### config.mk
export PLATFORM = sky130hd
export DESIGN_NAME = per_channel_peak_level_meter
export DESIGN_NICKNAME = d
export VERILOG_FILES = /design/src/design/pclm_pkg.sv /design/src/design/pclm_front.sv /design/src/design/pclm_fifo.sv /design/src/design/pclm_back.sv /design/src/design/per_channel_peak_level_meter.sv
export SDC_FILE = /design/constraint.sdc
export NUM_CORES = 1
export LEC_CHECK = 0
export BUFFER_PORTS_ARGS = -buffer_cell sky130_fd_sc_hd__clkbuf_2
export CAP_MARGIN = 20
export CORE_UTILIZATION = 30
export DETAILED_ROUTE_END_ITERATION = 10
export GPL_ROUTABILITY_DRIVEN = 1
export SYNTH_ARGS = -nofsm -noshare
export SYNTH_HDL_FRONTEND = slang
export SYNTH_SLANG_ARGS = --single-unit
### constraint.sdc
create_clock -name clk -period 8.7 [get_ports clk]
set_clock_uncertainty 0.2 [all_clocks]
set_input_delay 1.74 -clock clk [delete_from_list [all_inputs] [get_ports clk]]
set_output_delay 1.74 -clock clk [all_outputs]
set_load 0.03 [all_outputs]
### src/design/pclm_pkg.sv
// Shared types, constants and functions of the peak level meter.
package pclm_pkg;

  // Default channel capacity of the meter.
  localparam int DEFAULT_MAX_CHANNELS = 8;

  // Field widths.
  localparam int SAMPLE_W    = 32;
  localparam int LEVEL_W     = 17;
  localparam int CHANNEL_W   = 3;
  localparam int FMT_W       = 3;
  localparam int COUNT_W     = 4;
  localparam int CFG_INDEX_W = 1;
  localparam int CFG_DATA_W  = 4;
  localparam int M_TDATA_W   = 24;

  // Effective channel count width, enough for counts up to 32.
  localparam int CNT_W = 6;

  // Sample formats.
  localparam logic [FMT_W-1:0] FMT_S8  = 3'd0;
  localparam logic [FMT_W-1:0] FMT_S16 = 3'd1;
  localparam logic [FMT_W-1:0] FMT_S32 = 3'd2;
  localparam logic [FMT_W-1:0] FMT_U8  = 3'd3;
  localparam logic [FMT_W-1:0] FMT_U16 = 3'd4;
  localparam logic [FMT_W-1:0] FMT_U32 = 3'd5;

  // Configuration register indexes.
  localparam logic [CFG_INDEX_W-1:0] CFG_SAMPLE_FORMAT = 1'b0;
  localparam logic [CFG_INDEX_W-1:0] CFG_CHANNEL_COUNT = 1'b1;

  // Reset values of the configuration registers.
  localparam logic [FMT_W-1:0]   FMT_RESET   = FMT_S16;
  localparam logic [COUNT_W-1:0] COUNT_RESET = 4'd2;

  // Level of 1.0 in Q1.16.
  localparam logic [LEVEL_W-1:0] LEVEL_ONE = 17'd65536;

  // One channel peak handed from the front end to the level unit.
  typedef struct packed {
    logic [CHANNEL_W-1:0] channel;
    logic [SAMPLE_W-1:0]  peak;
    logic                 last;
  } pclm_job_t;

  // Magnitude of a raw sample in the given format.
  function automatic logic [SAMPLE_W-1:0] sample_magnitude(
    input logic [FMT_W-1:0]    fmt,
    input logic [SAMPLE_W-1:0] raw
  );
    logic [8:0]  m8;
    logic [16:0] m16;
    logic [SAMPLE_W-1:0] res;
    m8  = raw[7] ? (9'h100 - {1'b0, raw[7:0]}) : {1'b0, raw[7:0]};
    m16 = raw[15] ? (17'h10000 - {1'b0, raw[15:0]}) : {1'b0, raw[15:0]};
    case (fmt)
      FMT_S8:  res = {23'd0, m8};
      FMT_S16: res = {15'd0, m16};
      FMT_S32: res = raw[31] ? (32'd0 - raw) : raw;
      FMT_U16: res = {16'd0, raw[15:0]};
      FMT_U32: res = raw;
      default: res = {24'd0, raw[7:0]};
    endcase
    return res;
  endfunction

  // Full scale of a format; zero for the undefined codes.
  function automatic logic [SAMPLE_W-1:0] full_scale(input logic [FMT_W-1:0] fmt);
    logic [SAMPLE_W-1:0] res;
    case (fmt)
      FMT_S8:  res = 32'd127;
      FMT_S16: res = 32'd32767;
      FMT_S32: res = 32'd2147483647;
      FMT_U8:  res = 32'd255;
      FMT_U16: res = 32'd65535;
      FMT_U32: res = 32'hFFFF_FFFF;
      default: res = 32'd0;
    endcase
    return res;
  endfunction

endpackage

### src/design/pclm_front.sv
// Front end: tracks per-channel peaks and hands them out at each buffer end.
module pclm_front #(
  parameter int MAX_CHANNELS = pclm_pkg::DEFAULT_MAX_CHANNELS
) (
  input  logic                          clk,
  input  logic                          rst,
  input  logic [pclm_pkg::FMT_W-1:0]    sample_format,
  input  logic [pclm_pkg::COUNT_W-1:0]  channel_count,
  input  logic                          s_tvalid,
  output logic                          s_tready,
  input  logic [pclm_pkg::SAMPLE_W-1:0] s_tdata,
  input  logic                          s_tlast,
  output logic                          job_valid,
  input  logic                          job_ready,
  output pclm_pkg::pclm_job_t           job
);

  localparam int CH_W   = (MAX_CHANNELS > 1) ? $clog2(MAX_CHANNELS) : 1;
  localparam int CNT_W  = pclm_pkg::CNT_W;
  localparam int CHAN_W = pclm_pkg::CHANNEL_W;
  localparam int SMP_W  = pclm_pkg::SAMPLE_W;
  localparam logic [CNT_W-1:0] MAX_CNT = CNT_W'(MAX_CHANNELS);

  logic [SMP_W-1:0] peak [MAX_CHANNELS];
  logic [CH_W-1:0]  pos;
  logic [CH_W-1:0]  drain_idx;
  logic             draining;

  logic [CNT_W-1:0] count_ext;
  logic [CNT_W-1:0] n_eff;
  logic [CNT_W-1:0] pos_ext;
  logic [CNT_W-1:0] ch_next_ext;
  logic [CNT_W-1:0] drain_next_ext;
  logic [CH_W-1:0]  ch;
  logic [CH_W-1:0]  pos_next;
  logic [CH_W-1:0]  rd_addr;
  logic [SMP_W-1:0] peak_rd;
  logic [SMP_W-1:0] mag;
  logic             accept;
  logic             drain_last;

  // Effective channel count, clamped to one through the capacity.
  assign count_ext = {{(CNT_W - pclm_pkg::COUNT_W){1'b0}}, channel_count};
  always_comb begin
    if (channel_count == '0) begin
      n_eff = CNT_W'(1);
    end else if (count_ext > MAX_CNT) begin
      n_eff = MAX_CNT;
    end else begin
      n_eff = count_ext;
    end
  end

  // Channel of this sample and the counter value after it.
  assign pos_ext     = CNT_W'(pos);
  assign ch          = (pos_ext >= n_eff) ? '0 : pos;
  assign ch_next_ext = CNT_W'(ch) + CNT_W'(1);
  assign pos_next    = (ch_next_ext >= n_eff) ? '0 : ch_next_ext[CH_W-1:0];

  // One read port into the peak registers, shared by update and drain.
  assign rd_addr = draining ? drain_idx : ch;
  assign peak_rd = peak[rd_addr];
  assign mag     = pclm_pkg::sample_magnitude(sample_format, s_tdata);

  assign s_tready = !draining;
  assign accept   = s_tvalid && s_tready;

  assign drain_next_ext = CNT_W'(drain_idx) + CNT_W'(1);
  assign drain_last     = (drain_next_ext == n_eff);

  // Drain side: one channel peak per transaction into the queue.
  assign job_valid   = draining;
  assign job.channel = CHAN_W'(drain_idx);
  assign job.peak    = peak_rd;
  assign job.last    = drain_last;

  // Peak update, counter and drain sequencing.
  always_ff @(posedge clk) begin
    if (rst) begin
      draining  <= 1'b0;
      pos       <= '0;
      drain_idx <= '0;
      for (int i = 0; i < MAX_CHANNELS; i++) begin
        peak[i] <= '0;
      end
    end else begin
      if (accept) begin
        if (mag > peak_rd) begin
          peak[ch] <= mag;
        end
        if (s_tlast) begin
          draining  <= 1'b1;
          drain_idx <= '0;
          pos       <= '0;
        end else begin
          pos <= pos_next;
        end
      end
      if (draining && job_ready) begin
        if (drain_last) begin
          draining <= 1'b0;
          for (int i = 0; i < MAX_CHANNELS; i++) begin
            peak[i] <= '0;
          end
        end else begin
          drain_idx <= drain_next_ext[CH_W-1:0];
        end
      end
    end
  end

endmodule

### src/design/pclm_fifo.sv
// Two-entry queue between the front end and the level unit.
module pclm_fifo (
  input  logic                clk,
  input  logic                rst,
  input  logic                push_valid,
  output logic                push_ready,
  input  pclm_pkg::pclm_job_t push_data,
  output logic                pop_valid,
  input  logic                pop_ready,
  output pclm_pkg::pclm_job_t pop_data
);

  pclm_pkg::pclm_job_t entry [2];
  logic       wr_ptr;
  logic       rd_ptr;
  logic [1:0] fill;
  logic       do_push;
  logic       do_pop;

  assign push_ready = (fill != 2'd2);
  assign pop_valid  = (fill != 2'd0);
  assign pop_data   = entry[rd_ptr];
  assign do_push    = push_valid && push_ready;
  assign do_pop     = pop_valid && pop_ready;

  // Entry storage.
  always_ff @(posedge clk) begin
    if (do_push) begin
      entry[wr_ptr] <= push_data;
    end
  end

  // Pointers and fill level.
  always_ff @(posedge clk) begin
    if (rst) begin
      wr_ptr <= 1'b0;
      rd_ptr <= 1'b0;
      fill   <= 2'd0;
    end else begin
      if (do_push) begin
        wr_ptr <= !wr_ptr;
      end
      if (do_pop) begin
        rd_ptr <= !rd_ptr;
      end
      if (do_push && !do_pop) begin
        fill <= fill + 2'd1;
      end else if (do_pop && !do_push) begin
        fill <= fill - 2'd1;
      end
    end
  end

endmodule

### src/design/pclm_back.sv
// Level unit: scales one channel peak to Q1.16 by folding modulo the full scale.
module pclm_back (
  input  logic                           clk,
  input  logic                           rst,
  input  logic [pclm_pkg::FMT_W-1:0]     sample_format,
  input  logic                           job_valid,
  output logic                           job_ready,
  input  pclm_pkg::pclm_job_t            job,
  output logic                           m_tvalid,
  input  logic                           m_tready,
  output logic [pclm_pkg::M_TDATA_W-1:0] m_tdata,
  output logic                           m_tlast
);

  localparam int LVL_W  = pclm_pkg::LEVEL_W;
  localparam int SMP_W  = pclm_pkg::SAMPLE_W;
  localparam int NUM_W  = SMP_W + 2;
  localparam int FRAC_W = LVL_W - 1;
  localparam int RED_W  = SMP_W + FRAC_W;

  localparam logic [2:0] B_IDLE = 3'd0;
  localparam logic [2:0] B_NUM  = 3'd1;
  localparam logic [2:0] B_LOAD = 3'd2;
  localparam logic [2:0] B_RED  = 3'd3;
  localparam logic [2:0] B_DONE = 3'd4;

  logic [2:0]          state;
  pclm_pkg::pclm_job_t job_q;
  logic [NUM_W-1:0]    num;
  logic [RED_W-1:0]    red;
  logic [LVL_W-1:0]    quo;
  logic                sat;

  logic [SMP_W-1:0]    full;
  logic [NUM_W-1:0]    full_ext;
  logic [SMP_W-1:0]    half;
  logic [NUM_W-1:0]    twice;
  logic [NUM_W-1:0]    num_calc;
  logic                fmt_signed;
  logic                fmt_valid;
  logic [RED_W-1:0]    red_hi;
  logic [RED_W-1:0]    red_lo;
  logic                round_up;
  logic [LVL_W-1:0]    quo_round;
  logic [LVL_W-1:0]    level_calc;
  logic                out_load;

  // Format decode.
  always_comb begin
    full       = pclm_pkg::full_scale(sample_format);
    fmt_signed = sample_format inside {pclm_pkg::FMT_S8, pclm_pkg::FMT_S16,
                                       pclm_pkg::FMT_S32};
    fmt_valid  = fmt_signed || (sample_format inside {pclm_pkg::FMT_U8,
                                pclm_pkg::FMT_U16, pclm_pkg::FMT_U32});
  end
  assign full_ext = {2'b00, full};
  assign half     = {1'b0, full[SMP_W-1:1]} + SMP_W'(1);

  // Numerator: the peak itself, or its distance from mid scale times two.
  assign twice = {1'b0, job_q.peak, 1'b0};
  always_comb begin
    if (fmt_signed) begin
      num_calc = {2'b00, job_q.peak};
    end else if (twice >= full_ext) begin
      num_calc = twice - full_ext;
    end else begin
      num_calc = full_ext - twice;
    end
  end

  // Every full scale is 2^k - 1, so hi * 2^k + lo equals hi * F + (hi + lo).
  // Folding the high part into the low part keeps the value modulo F while
  // hi adds to the quotient; it ends once the value is below 2^k.
  always_comb begin
    case (sample_format)
      pclm_pkg::FMT_S8:  red_hi = red >> 7;
      pclm_pkg::FMT_S16: red_hi = red >> 15;
      pclm_pkg::FMT_S32: red_hi = red >> 31;
      pclm_pkg::FMT_U16: red_hi = red >> 16;
      pclm_pkg::FMT_U32: red_hi = red >> 32;
      default:           red_hi = red >> 8;
    endcase
  end
  assign red_lo = red & {{FRAC_W{1'b0}}, full};

  // A remainder of half the full scale or more rounds up; this also covers a
  // remainder equal to the full scale, which is one more whole quotient.
  assign round_up  = (red >= {{FRAC_W{1'b0}}, half});
  assign quo_round = quo + {{(LVL_W-1){1'b0}}, round_up};

  // Final clamp to 1.0; undefined formats read zero.
  always_comb begin
    if (!fmt_valid) begin
      level_calc = '0;
    end else if (sat || (quo_round > pclm_pkg::LEVEL_ONE)) begin
      level_calc = pclm_pkg::LEVEL_ONE;
    end else begin
      level_calc = quo_round;
    end
  end

  assign job_ready = (state == B_IDLE);
  assign out_load  = (state == B_DONE) && (!m_tvalid || m_tready);

  // Datapath registers.
  always_ff @(posedge clk) begin
    case (state)
      B_IDLE: begin
        if (job_valid) begin
          job_q <= job;
        end
      end
      B_NUM: begin
        num <= num_calc;
      end
      B_LOAD: begin
        red <= {num[SMP_W-1:0], {FRAC_W{1'b0}}};
        quo <= '0;
        sat <= (num > full_ext);
      end
      B_RED: begin
        if (red_hi != '0) begin
          red <= red_hi + red_lo;
          quo <= quo + red_hi[LVL_W-1:0];
        end
      end
      default: begin
      end
    endcase
  end

  // Sequencer and output valid flag.
  always_ff @(posedge clk) begin
    if (rst) begin
      state    <= B_IDLE;
      m_tvalid <= 1'b0;
    end else begin
      if (out_load) begin
        m_tvalid <= 1'b1;
      end else if (m_tready) begin
        m_tvalid <= 1'b0;
      end
      case (state)
        B_IDLE: begin
          if (job_valid) begin
            state <= B_NUM;
          end
        end
        B_NUM: begin
          state <= B_LOAD;
        end
        B_LOAD: begin
          state <= ((num > full_ext) || !fmt_valid) ? B_DONE : B_RED;
        end
        B_RED: begin
          if (red_hi == '0) begin
            state <= B_DONE;
          end
        end
        B_DONE: begin
          if (out_load) begin
            state <= B_IDLE;
          end
        end
        default: begin
          state <= B_IDLE;
        end
      endcase
    end
  end

  // Output payload, loaded with the valid flag.
  always_ff @(posedge clk) begin
    if (out_load) begin
      m_tdata <= {{(pclm_pkg::M_TDATA_W - LVL_W - pclm_pkg::CHANNEL_W){1'b0}},
                  level_calc, job_q.channel};
      m_tlast <= job_q.last;
    end
  end

endmodule

### src/design/per_channel_peak_level_meter.sv
// Top level of the per-channel peak level meter.
//
//  Channel | Direction | Signals                      | Contents
//  s       | in        | s_tvalid s_tready s_tdata    | sample[31:0]; s_tlast = end_of_buffer
//  m       | out       | m_tvalid m_tready m_tdata    | channel[2:0], level[19:3], zero pad
//          |           | m_tlast                      | last_channel
//  cfg     | in        | cfg_wr_en cfg_index cfg_data | 0 sample_format, 1 channel_count
//
// After a buffer end s_tready stays low while the front end queues one peak per
// cycle into a two-entry queue, waiting on the level unit when the queue is full.
// For each channel the level unit steps through accept, operand, load, folding
// and the output load, skipping the folding on a saturated level or undefined
// format; a low m_tready holds it. Reset is synchronous: peaks and counter clear,
// format signed16, channel count two.
module per_channel_peak_level_meter #(
  parameter int MAX_CHANNELS = pclm_pkg::DEFAULT_MAX_CHANNELS
) (
  input  logic                             clk,
  input  logic                             rst,
  // Sample stream: tdata = sample[31:0].
  input  logic                             s_tvalid,
  output logic                             s_tready,
  input  logic [pclm_pkg::SAMPLE_W-1:0]    s_tdata,
  input  logic                             s_tlast,
  // Level stream: tdata = channel[2:0], level[19:3], zeros[23:20].
  output logic                             m_tvalid,
  input  logic                             m_tready,
  output logic [pclm_pkg::M_TDATA_W-1:0]   m_tdata,
  output logic                             m_tlast,
  // Configuration writes.
  input  logic                             cfg_wr_en,
  input  logic [pclm_pkg::CFG_INDEX_W-1:0] cfg_index,
  input  logic [pclm_pkg::CFG_DATA_W-1:0]  cfg_data
);

  logic [pclm_pkg::FMT_W-1:0]   sample_format;
  logic [pclm_pkg::COUNT_W-1:0] channel_count;

  pclm_pkg::pclm_job_t front_job;
  pclm_pkg::pclm_job_t back_job;
  logic                front_valid;
  logic                front_ready;
  logic                back_valid;
  logic                back_ready;

  // Configuration registers.
  always_ff @(posedge clk) begin
    if (rst) begin
      sample_format <= pclm_pkg::FMT_RESET;
      channel_count <= pclm_pkg::COUNT_RESET;
    end else if (cfg_wr_en) begin
      case (cfg_index)
        pclm_pkg::CFG_SAMPLE_FORMAT: sample_format <= cfg_data[pclm_pkg::FMT_W-1:0];
        pclm_pkg::CFG_CHANNEL_COUNT: channel_count <= cfg_data;
        default: begin
        end
      endcase
    end
  end

  pclm_front #(
    .MAX_CHANNELS (MAX_CHANNELS)
  ) u_front (
    .clk           (clk),
    .rst           (rst),
    .sample_format (sample_format),
    .channel_count (channel_count),
    .s_tvalid      (s_tvalid),
    .s_tready      (s_tready),
    .s_tdata       (s_tdata),
    .s_tlast       (s_tlast),
    .job_valid     (front_valid),
    .job_ready     (front_ready),
    .job           (front_job)
  );

  pclm_fifo u_fifo (
    .clk        (clk),
    .rst        (rst),
    .push_valid (front_valid),
    .push_ready (front_ready),
    .push_data  (front_job),
    .pop_valid  (back_valid),
    .pop_ready  (back_ready),
    .pop_data   (back_job)
  );

  pclm_back u_back (
    .clk           (clk),
    .rst           (rst),
    .sample_format (sample_format),
    .job_valid     (back_valid),
    .job_ready     (back_ready),
    .job           (back_job),
    .m_tvalid      (m_tvalid),
    .m_tready      (m_tready),
    .m_tdata       (m_tdata),
    .m_tlast       (m_tlast)
  );

endmodule

==> metrics.txt, run 1 <==
WP data arrival approximately 7.4 ns; Tot GR Track Use 0.164; fin crit share 0.839; max capacitance violation total 0; M1 GR Usage 0.222; Die Span X 325 µm; CTS root buf clkbuf_16; nets@finish approximately 3,300; GR Util met3 0.0315; post-layout util 0.341; I/O pins 70; filler instances approximately 10,000; most frequent cells after synthesis edfxtp_1, nor2_1, nand2_1; clk buf depth 3; largest net degree at the start of global routing 66; chip height 325 µm; Pwr per Cell Area 248 mW/mm²; critical-path cell list clkbuf_2 -> inv_1 -> ha_1 -> or3b_1 -> or3_1 -> nor2_1 -> nand2_1 -> or3_1 -> or4_1 -> and3_1 -> o221ai_2 -> inv_1 -> ha_1 -> nand2_1 -> or3_1 -> nor3_1 -> a221oi_1 -> o21ai_0 -> a211o_1 -> nand4_1 -> nand2_2 -> buf_4; DRT antenna net count 0; TNS Setup 0 ns; post-synth top area share 0.465; register area about 0.015 mm²; Hold Path Class register to register; fin worst setup slack 1.40 ns; H-tree depth 2; post-synthesis cell area ~0.031 mm²; routing usage on met2 0.265; Core Footprint 0.103 mm²; Die Area between 0.1 and 0.15 mm²; Cells after Synth 2,982; vias per std cell between 5 and 6; Max rail drop VDD about 0.00019 V; Post-CTS Resized 0; pre-CTS WS ~0.8 ns; Seq cells post-synth between 500 and 600; drt drc 0; Rel. slew slack 0.250; Area Growth Syn to Fin 12.6%; row count between 100 and 150; Worst EP required between 8 and 9 ns; Inserted Clock Buffers 53; vias in the first global route roughly 23,000; critical path capture point type register; critical setup path kind input port to register; crit path launch type input port; top-count cell post-synth edfxtp_1; CTS tree built; Largest stage delay, worst path between 0.4 and 0.5 ns; TritonCTS Sinks 507; initial antenna violation count 0; layout cells sized above 1 0.127; GRT overflow 0; Pre-Repair DR Iteration Count 5; area of the multi-input gates ~0.015 mm²; PortBufs 65; first-pass GRT wire length 136,000 µm; largest area contributor in the netlist edfxtp_1; Skew-Pair Late Insertion Delay approximately 0.64 ns; Most Frequent Cell on Critical Path or3_1; drt wl/cell around 20 µm; hold_buf cts 0; Routed WL around 88,000 µm; Ant. Diodes 0; Finish-stage setup viols 0; global placer's final weighted congestion 0.914; EDFF count, synth a little under 500; Yosys cell types slightly above 80; Reg clk slew, reported paths approximately 0.060 ns; Vias 23,400; most area-consuming cells after synthesis edfxtp_1, ha_1, nor2_1; busiest grt layer met2; Final Slew Violations 0; Slowest-stage cell, CP or3_1; Post-CTS Setup Bufs 0; Iter 0 DRT Violations between 2,000 and 2,500; crit-path max FO 27; Mapped Avg Cell Area between 10 and 15 µm²; status finished, final reports clean; Post-DP HPWL approximately 63,000 µm; Leak 13.9 nW; post-synthesis sequential area ratio 0.479; post-layout min period 7.30 ns; Yosys warnings 0; RSZ-0062 raised after global routing no; Initial Util 0.303; predominant post-synthesis flop cell edfxtp_1; Worst-Margin Slew approximately 1.1 ns; fmax approximately 140 MHz; Async SR Flop Fraction 0; Final Hold Viols 0
==> per-layer routing <==
metal | up-vias | wire (µm)
li1 | 11100 | -
met1 | 11400 | 38700
met2 | 797 | 40900
met3 | 162 | 6490
met4 | 0 | 2290
met5 | - | 0
==> cells by family after synthesis <==
logic type,after synthesis,share of synthesized area
AND/OR/NAND/NOR,1015,0.147
XOR/XNOR,103,0.0288
other,1,0.000120
AO/OA/AOI/OAI,666,0.135
flip-flops,507,0.479
adder cells (fa/ha/maj),204,0.0822
multiplexers,183,0.0890
buffers and inverters,303,0.0381
==> per-stage QoR <==
step	instance area [µm²]	hold WS, ns	power, mW	std cells
detailed placement	33500	0.208	6.45	4349
CTS	35200	0.218	8.73	4448
global route	35300	0.235	9.21	4450
finish	35300	0.216	8.73	4450
floorplan	31300	0.200	5.59	2985
global placement	33500	0.205	6.44	4348
==> critical path: cells and delay by family <==
family	cells	cell delay [ns]
AND/OR/NAND/NOR	12	3.69
AO/OA/AOI/OAI	4	0.77
buffers and inverters	4	0.69
adder cells (fa/ha/maj)	2	0.44
==> power breakdown <==
group | switching [mW] | leakage (nW) | internal, mW | total, mW
Clock | 1.02 | 0.820 | 1.25 | 2.27
Combinational | 1.86 | 8.18 | 1.20 | 3.06
Sequential | 0.289 | 4.95 | 3.11 | 3.40
==> registers in the layout (all words and copies together), names as in the netlist, 4 cells and up <==
| name | flops |
|---|---|
| channel_count | 4 |
| u_front.peak | 256 |
| u_back.quo | 17 |
| u_back.job_q | 36 |
| u_back.red | 48 |
| u_fifo.entry | 72 |
| u_back.num | 34 |
| u_back.m_tdata | 20 |
==> layout make-up <==
class,count,area share
Clock buffer,64,0.0391
Clock inverter,35,0.00926
Inverter,151,0.0161
Multi-Input combinational cell,2175,0.432
Sequential cell,507,0.426
Tap cell,1380,0.0490
Timing Repair Buffer,138,0.0285
==> layout by cell type (no fill, tap or decap), types with 11 or more instances in the layout <==
cell type and n:
nor2b_1 32, or2_2 11, nand4_1 36, a211oi_1 14
a221o_1 11, a221oi_1 17, mux4_2 71, nand3_1 54
clkbuf_16 53, a21oi_1 191, o211ai_1 23, mux2_2 52
mux2i_1 59, clkinv_1 14, nor2_1 441, o21ai_0 154
or3_1 16, a31oi_1 22, xor2_1 45, o31ai_1 12
dfxtp_1 20, buf_4 63, nor3_1 52, inv_1 147
o21a_1 17, xnor2_1 58, clkbuf_2 65, a21o_1 78
and3_1 20, nand2_1 220, and2_1 39, nand2b_1 26
o21bai_1 25, a22oi_1 11, ha_1 201, nor4_1 15
edfxtp_1 485
==> worst paths after layout <==
check | start | endpoint | slack (ns) | depth (start not counted)
setup / recovery | s_tdata[0] | u_front.peak[7][16] | 1.40 | 22
hold / removal | u_back.job_q[0] | u_back.m_tlast | 0.22 | 0
setup reg to reg | channel_count[2] | u_front.peak[7][16] | 1.69 | 23
hold reg to reg | u_back.job_q[0] | u_back.m_tlast | 0.22 | 0
Power figures use the tool's default switching activity.
==> run 2: changes to the inputs <==
==> constraint.sdc (replaced) <==
create_clock -name clk -period 7.1 [get_ports clk]
set_clock_uncertainty 0.2 [all_clocks]
set_input_delay 1.42 -clock clk [delete_from_list [all_inputs] [get_ports clk]]
set_output_delay 1.42 -clock clk [all_outputs]
set_load 0.03 [all_outputs]
==> run 2 against run 1 <==
Routed wire length up 2.0%. Via count up 1.4%. Count of clock-buffer cells in the layout up 4. Utilization up 0.40 points. Sequential power up 24%. First-iteration DRC count down 5.7%. Worst setup slack worse by 0.91 ns. Critical endpoint is now u_back.m_tdata[15]. Clock power up 25%. Register-to-register slack worse by 1.2 ns. Non-clock buffer count up 41.
==> metrics.txt, run 2 (synthesis gave the netlist of run 1 again) <==
status finished, final reports clean; overall power 10.8 mW (+24%); R2R Setup Slk 0.48 ns (-1.21 ns); filler instances 10,300 (-0.019%); Area Growth Syn to Fin 13.9%; Max rail drop VDD 0.000193 V (+3.6%); critical-path cell list clkinv_1 -> ha_1 -> clkinv_1 -> a31oi_1 -> o32ai_1 -> a21oi_1 -> ha_1 -> inv_1 -> a31oi_1 -> o21ai_0 -> nand4_1 -> nand3_1 -> nand4_1 -> ha_1 -> ha_1 -> and3_1 -> and3_1 -> and4_1 -> and3_1 -> nand3_1 -> xor2_1 -> a41o_1 -> nand3_1 -> nor2_1; WHS Endpoint u_back.m_tdata[1]; Final Slew Violations 0 (unchanged); commonest non-fill, non-tap cells in the layout edfxtp_1, nor2_1, nand2_1; Largest stage delay, worst path 0.59 ns (+0.10 ns); max FFs per register 256 (unchanged); H-tree depth 2 (unchanged); Initial Util 0.303 (unchanged); fmax 151 MHz; first-pass GRT wire length 138,000 µm (+1.6%); chip height 325 µm (unchanged); Die Area 0.106 mm² (unchanged); largest net degree at the start of global routing 66 (unchanged); Reg clk slew, reported paths 0.06 ns (about the same); routed wl met2 42,100 µm (+2.9%); Leak 14.2 nW (+1.7%); fin area 0.0357 mm² (+1.2%); DRT antenna net count 0 (unchanged); Vias 23,700 (+1.4%); DP Area 0.0339 mm² (+1.3%); Most Frequent Cell on Critical Path ha_1; Post-DP HPWL 65,500 µm (+3.6%); Inserted Clock Buffers 52 (-1.9%); row count 118 (unchanged); max capacitance violation total 0 (unchanged); hold_sp u_back.job_q[34]; Worst-Margin Slew 1.07 ns (-0.0482 ns); Core Footprint 0.103 mm² (unchanged); global placer's final weighted congestion 0.937 (+2.4%); Final Hold Viols 0 (unchanged); post-layout min period between 6 and 7 ns; fin crit share 0.932; Largest regs u_front.peak (256), u_fifo.entry (72), u_back.red (48); routed wl met3 5870 µm (-9.5%); Ant. Diodes 0 (unchanged); WP data arrival 6.87 ns (-0.50 ns); vias per std cell 5.29 (+0.62%); CTS root buf clkbuf_16; Pwr per Cell Area 303 mW/mm² (+22%); layout cells sized above 1 0.138 (+0.0105); crit path launch type register; Hold Path Class register to register; Rel. slew slack 0.282 (+0.0320); drt drc 0 (unchanged); Tot GR Track Use 0.167 (+0.00367); Worst EP required 7.35 ns (-1.42 ns); Post-CTS Setup Bufs 0 (unchanged); TritonCTS Sinks 507 (unchanged); clk buf depth 3 (unchanged); Slowest-stage cell, CP ha_1; hold_buf cts 0 (unchanged); critical path capture point type register; Pre-Repair DR Iteration Count 8 (+3); initial antenna violation count 1 (+1); drt wl/cell 20.1 µm (+1.2%); Worst R2R Start sample_format[1]; I/O pins 70 (unchanged); r2r endpoint u_back.m_tdata[15]; CTS tree built; RSZ-0062 raised after global routing no; commonest non-fill, non-tap cell in the layout edfxtp_1; Routed WL 90,200 µm (+2.0%); register area 0.0150 mm² (about the same); Iter 0 DRT Violations 2,131 (-5.7%); Top Layer Used met5; crit-path max FO 16 (-41%); vias in the first global route 23,200 (+1.6%); GRT overflow 0 (unchanged); worst r2r path cells 24 (+4.3%); nets@finish 3,313 (+1.2%); hold-critical path depth 0 (unchanged); post-layout util 0.345 (+0.00398); area of the multi-input gates 0.0153 mm² (about the same); critical setup path kind register to register; Die Span X 325 µm (unchanged); Post-CTS Resized 0 (unchanged); Most flops, register u_front.peak; Skew-Pair Late Insertion Delay 0.64 ns (about the same); Metal-1 WL 39,900 µm (+2.9%); PortBufs 65 (unchanged); Finish-stage setup viols 0 (unchanged); hold slack 0.227 ns (+0.0104 ns)
==> run 2: power by group <==
group	leakage, nW	total (mW)	internal, mW	switching (mW)
clock	0.828	2.83	1.61	1.22
combinational	8.40	3.76	1.48	2.28
sequential	4.95	4.20	3.82	0.384
==> run 2: area by class of cell <==
type | count | share of cell area
Inverter | 151 | 0.0159
Clock inverter | 25 | 0.00916
Sequential cell | 507 | 0.421
Clock buffer | 68 | 0.0393
Tap cell | 1380 | 0.0484
Timing Repair Buffer | 179 | 0.0387
Multi-Input combinational cell | 2175 | 0.428
==> run 2: worst max-delay path by stage <==
stage / from / end / slack [ns] / cells past startpoint
6_report: sample_format[1] / u_back.m_tdata[15] / 0.48 / 24
5_1_grt: sample_format[1] / u_back.m_tdata[3] / 0.08 / 24
4_1_cts: sample_format[1] / u_back.m_tdata[15] / 0.58 / 24
3_5_place_dp: s_tdata[0] / u_front.peak[0][21] / 0.18 / 22
3_3_place_gp: s_tdata[0] / u_front.peak[0][13] / 0.23 / 22
2_1_floorplan: s_tdata[0] / u_front.peak[3][0] / -0.14 / 22
==> run 2: through the flow <==
| stage | worst slack, ns | instances | setup TNS [ns] |
|---|---|---|---|
| floorplan | -0.145 | 2985 | -13.20 |
| global placement | 0.227 | 4392 | 0 |
| detailed placement | 0.175 | 4392 | 0 |
| CTS | 0.581 | 4485 | 0 |
| global route | 0.0818 | 4485 | 0 |
| finish | 0.484 | 4485 | 0 |
==> run 2: routing by layer <==
layer | up-vias | global-route usage
li1 | 11200 | -
met2 | 857 | 0.275
met4 | 2 | 0.0490
met3 | 157 | 0.0259
met5 | - | 0
met1 | 11600 | 0.227
==> run 2: worst max-delay path, delay by kind of cell, from the launching register on <==
family | cells | cell delay (ns)
buf+inv | 3 | 0.88
flops | 1 | 0.43
fa+ha+maj | 4 | 1.38
xor+xnor | 1 | 0.29
compound gates | 6 | 0.99
simple gates | 10 | 2.25
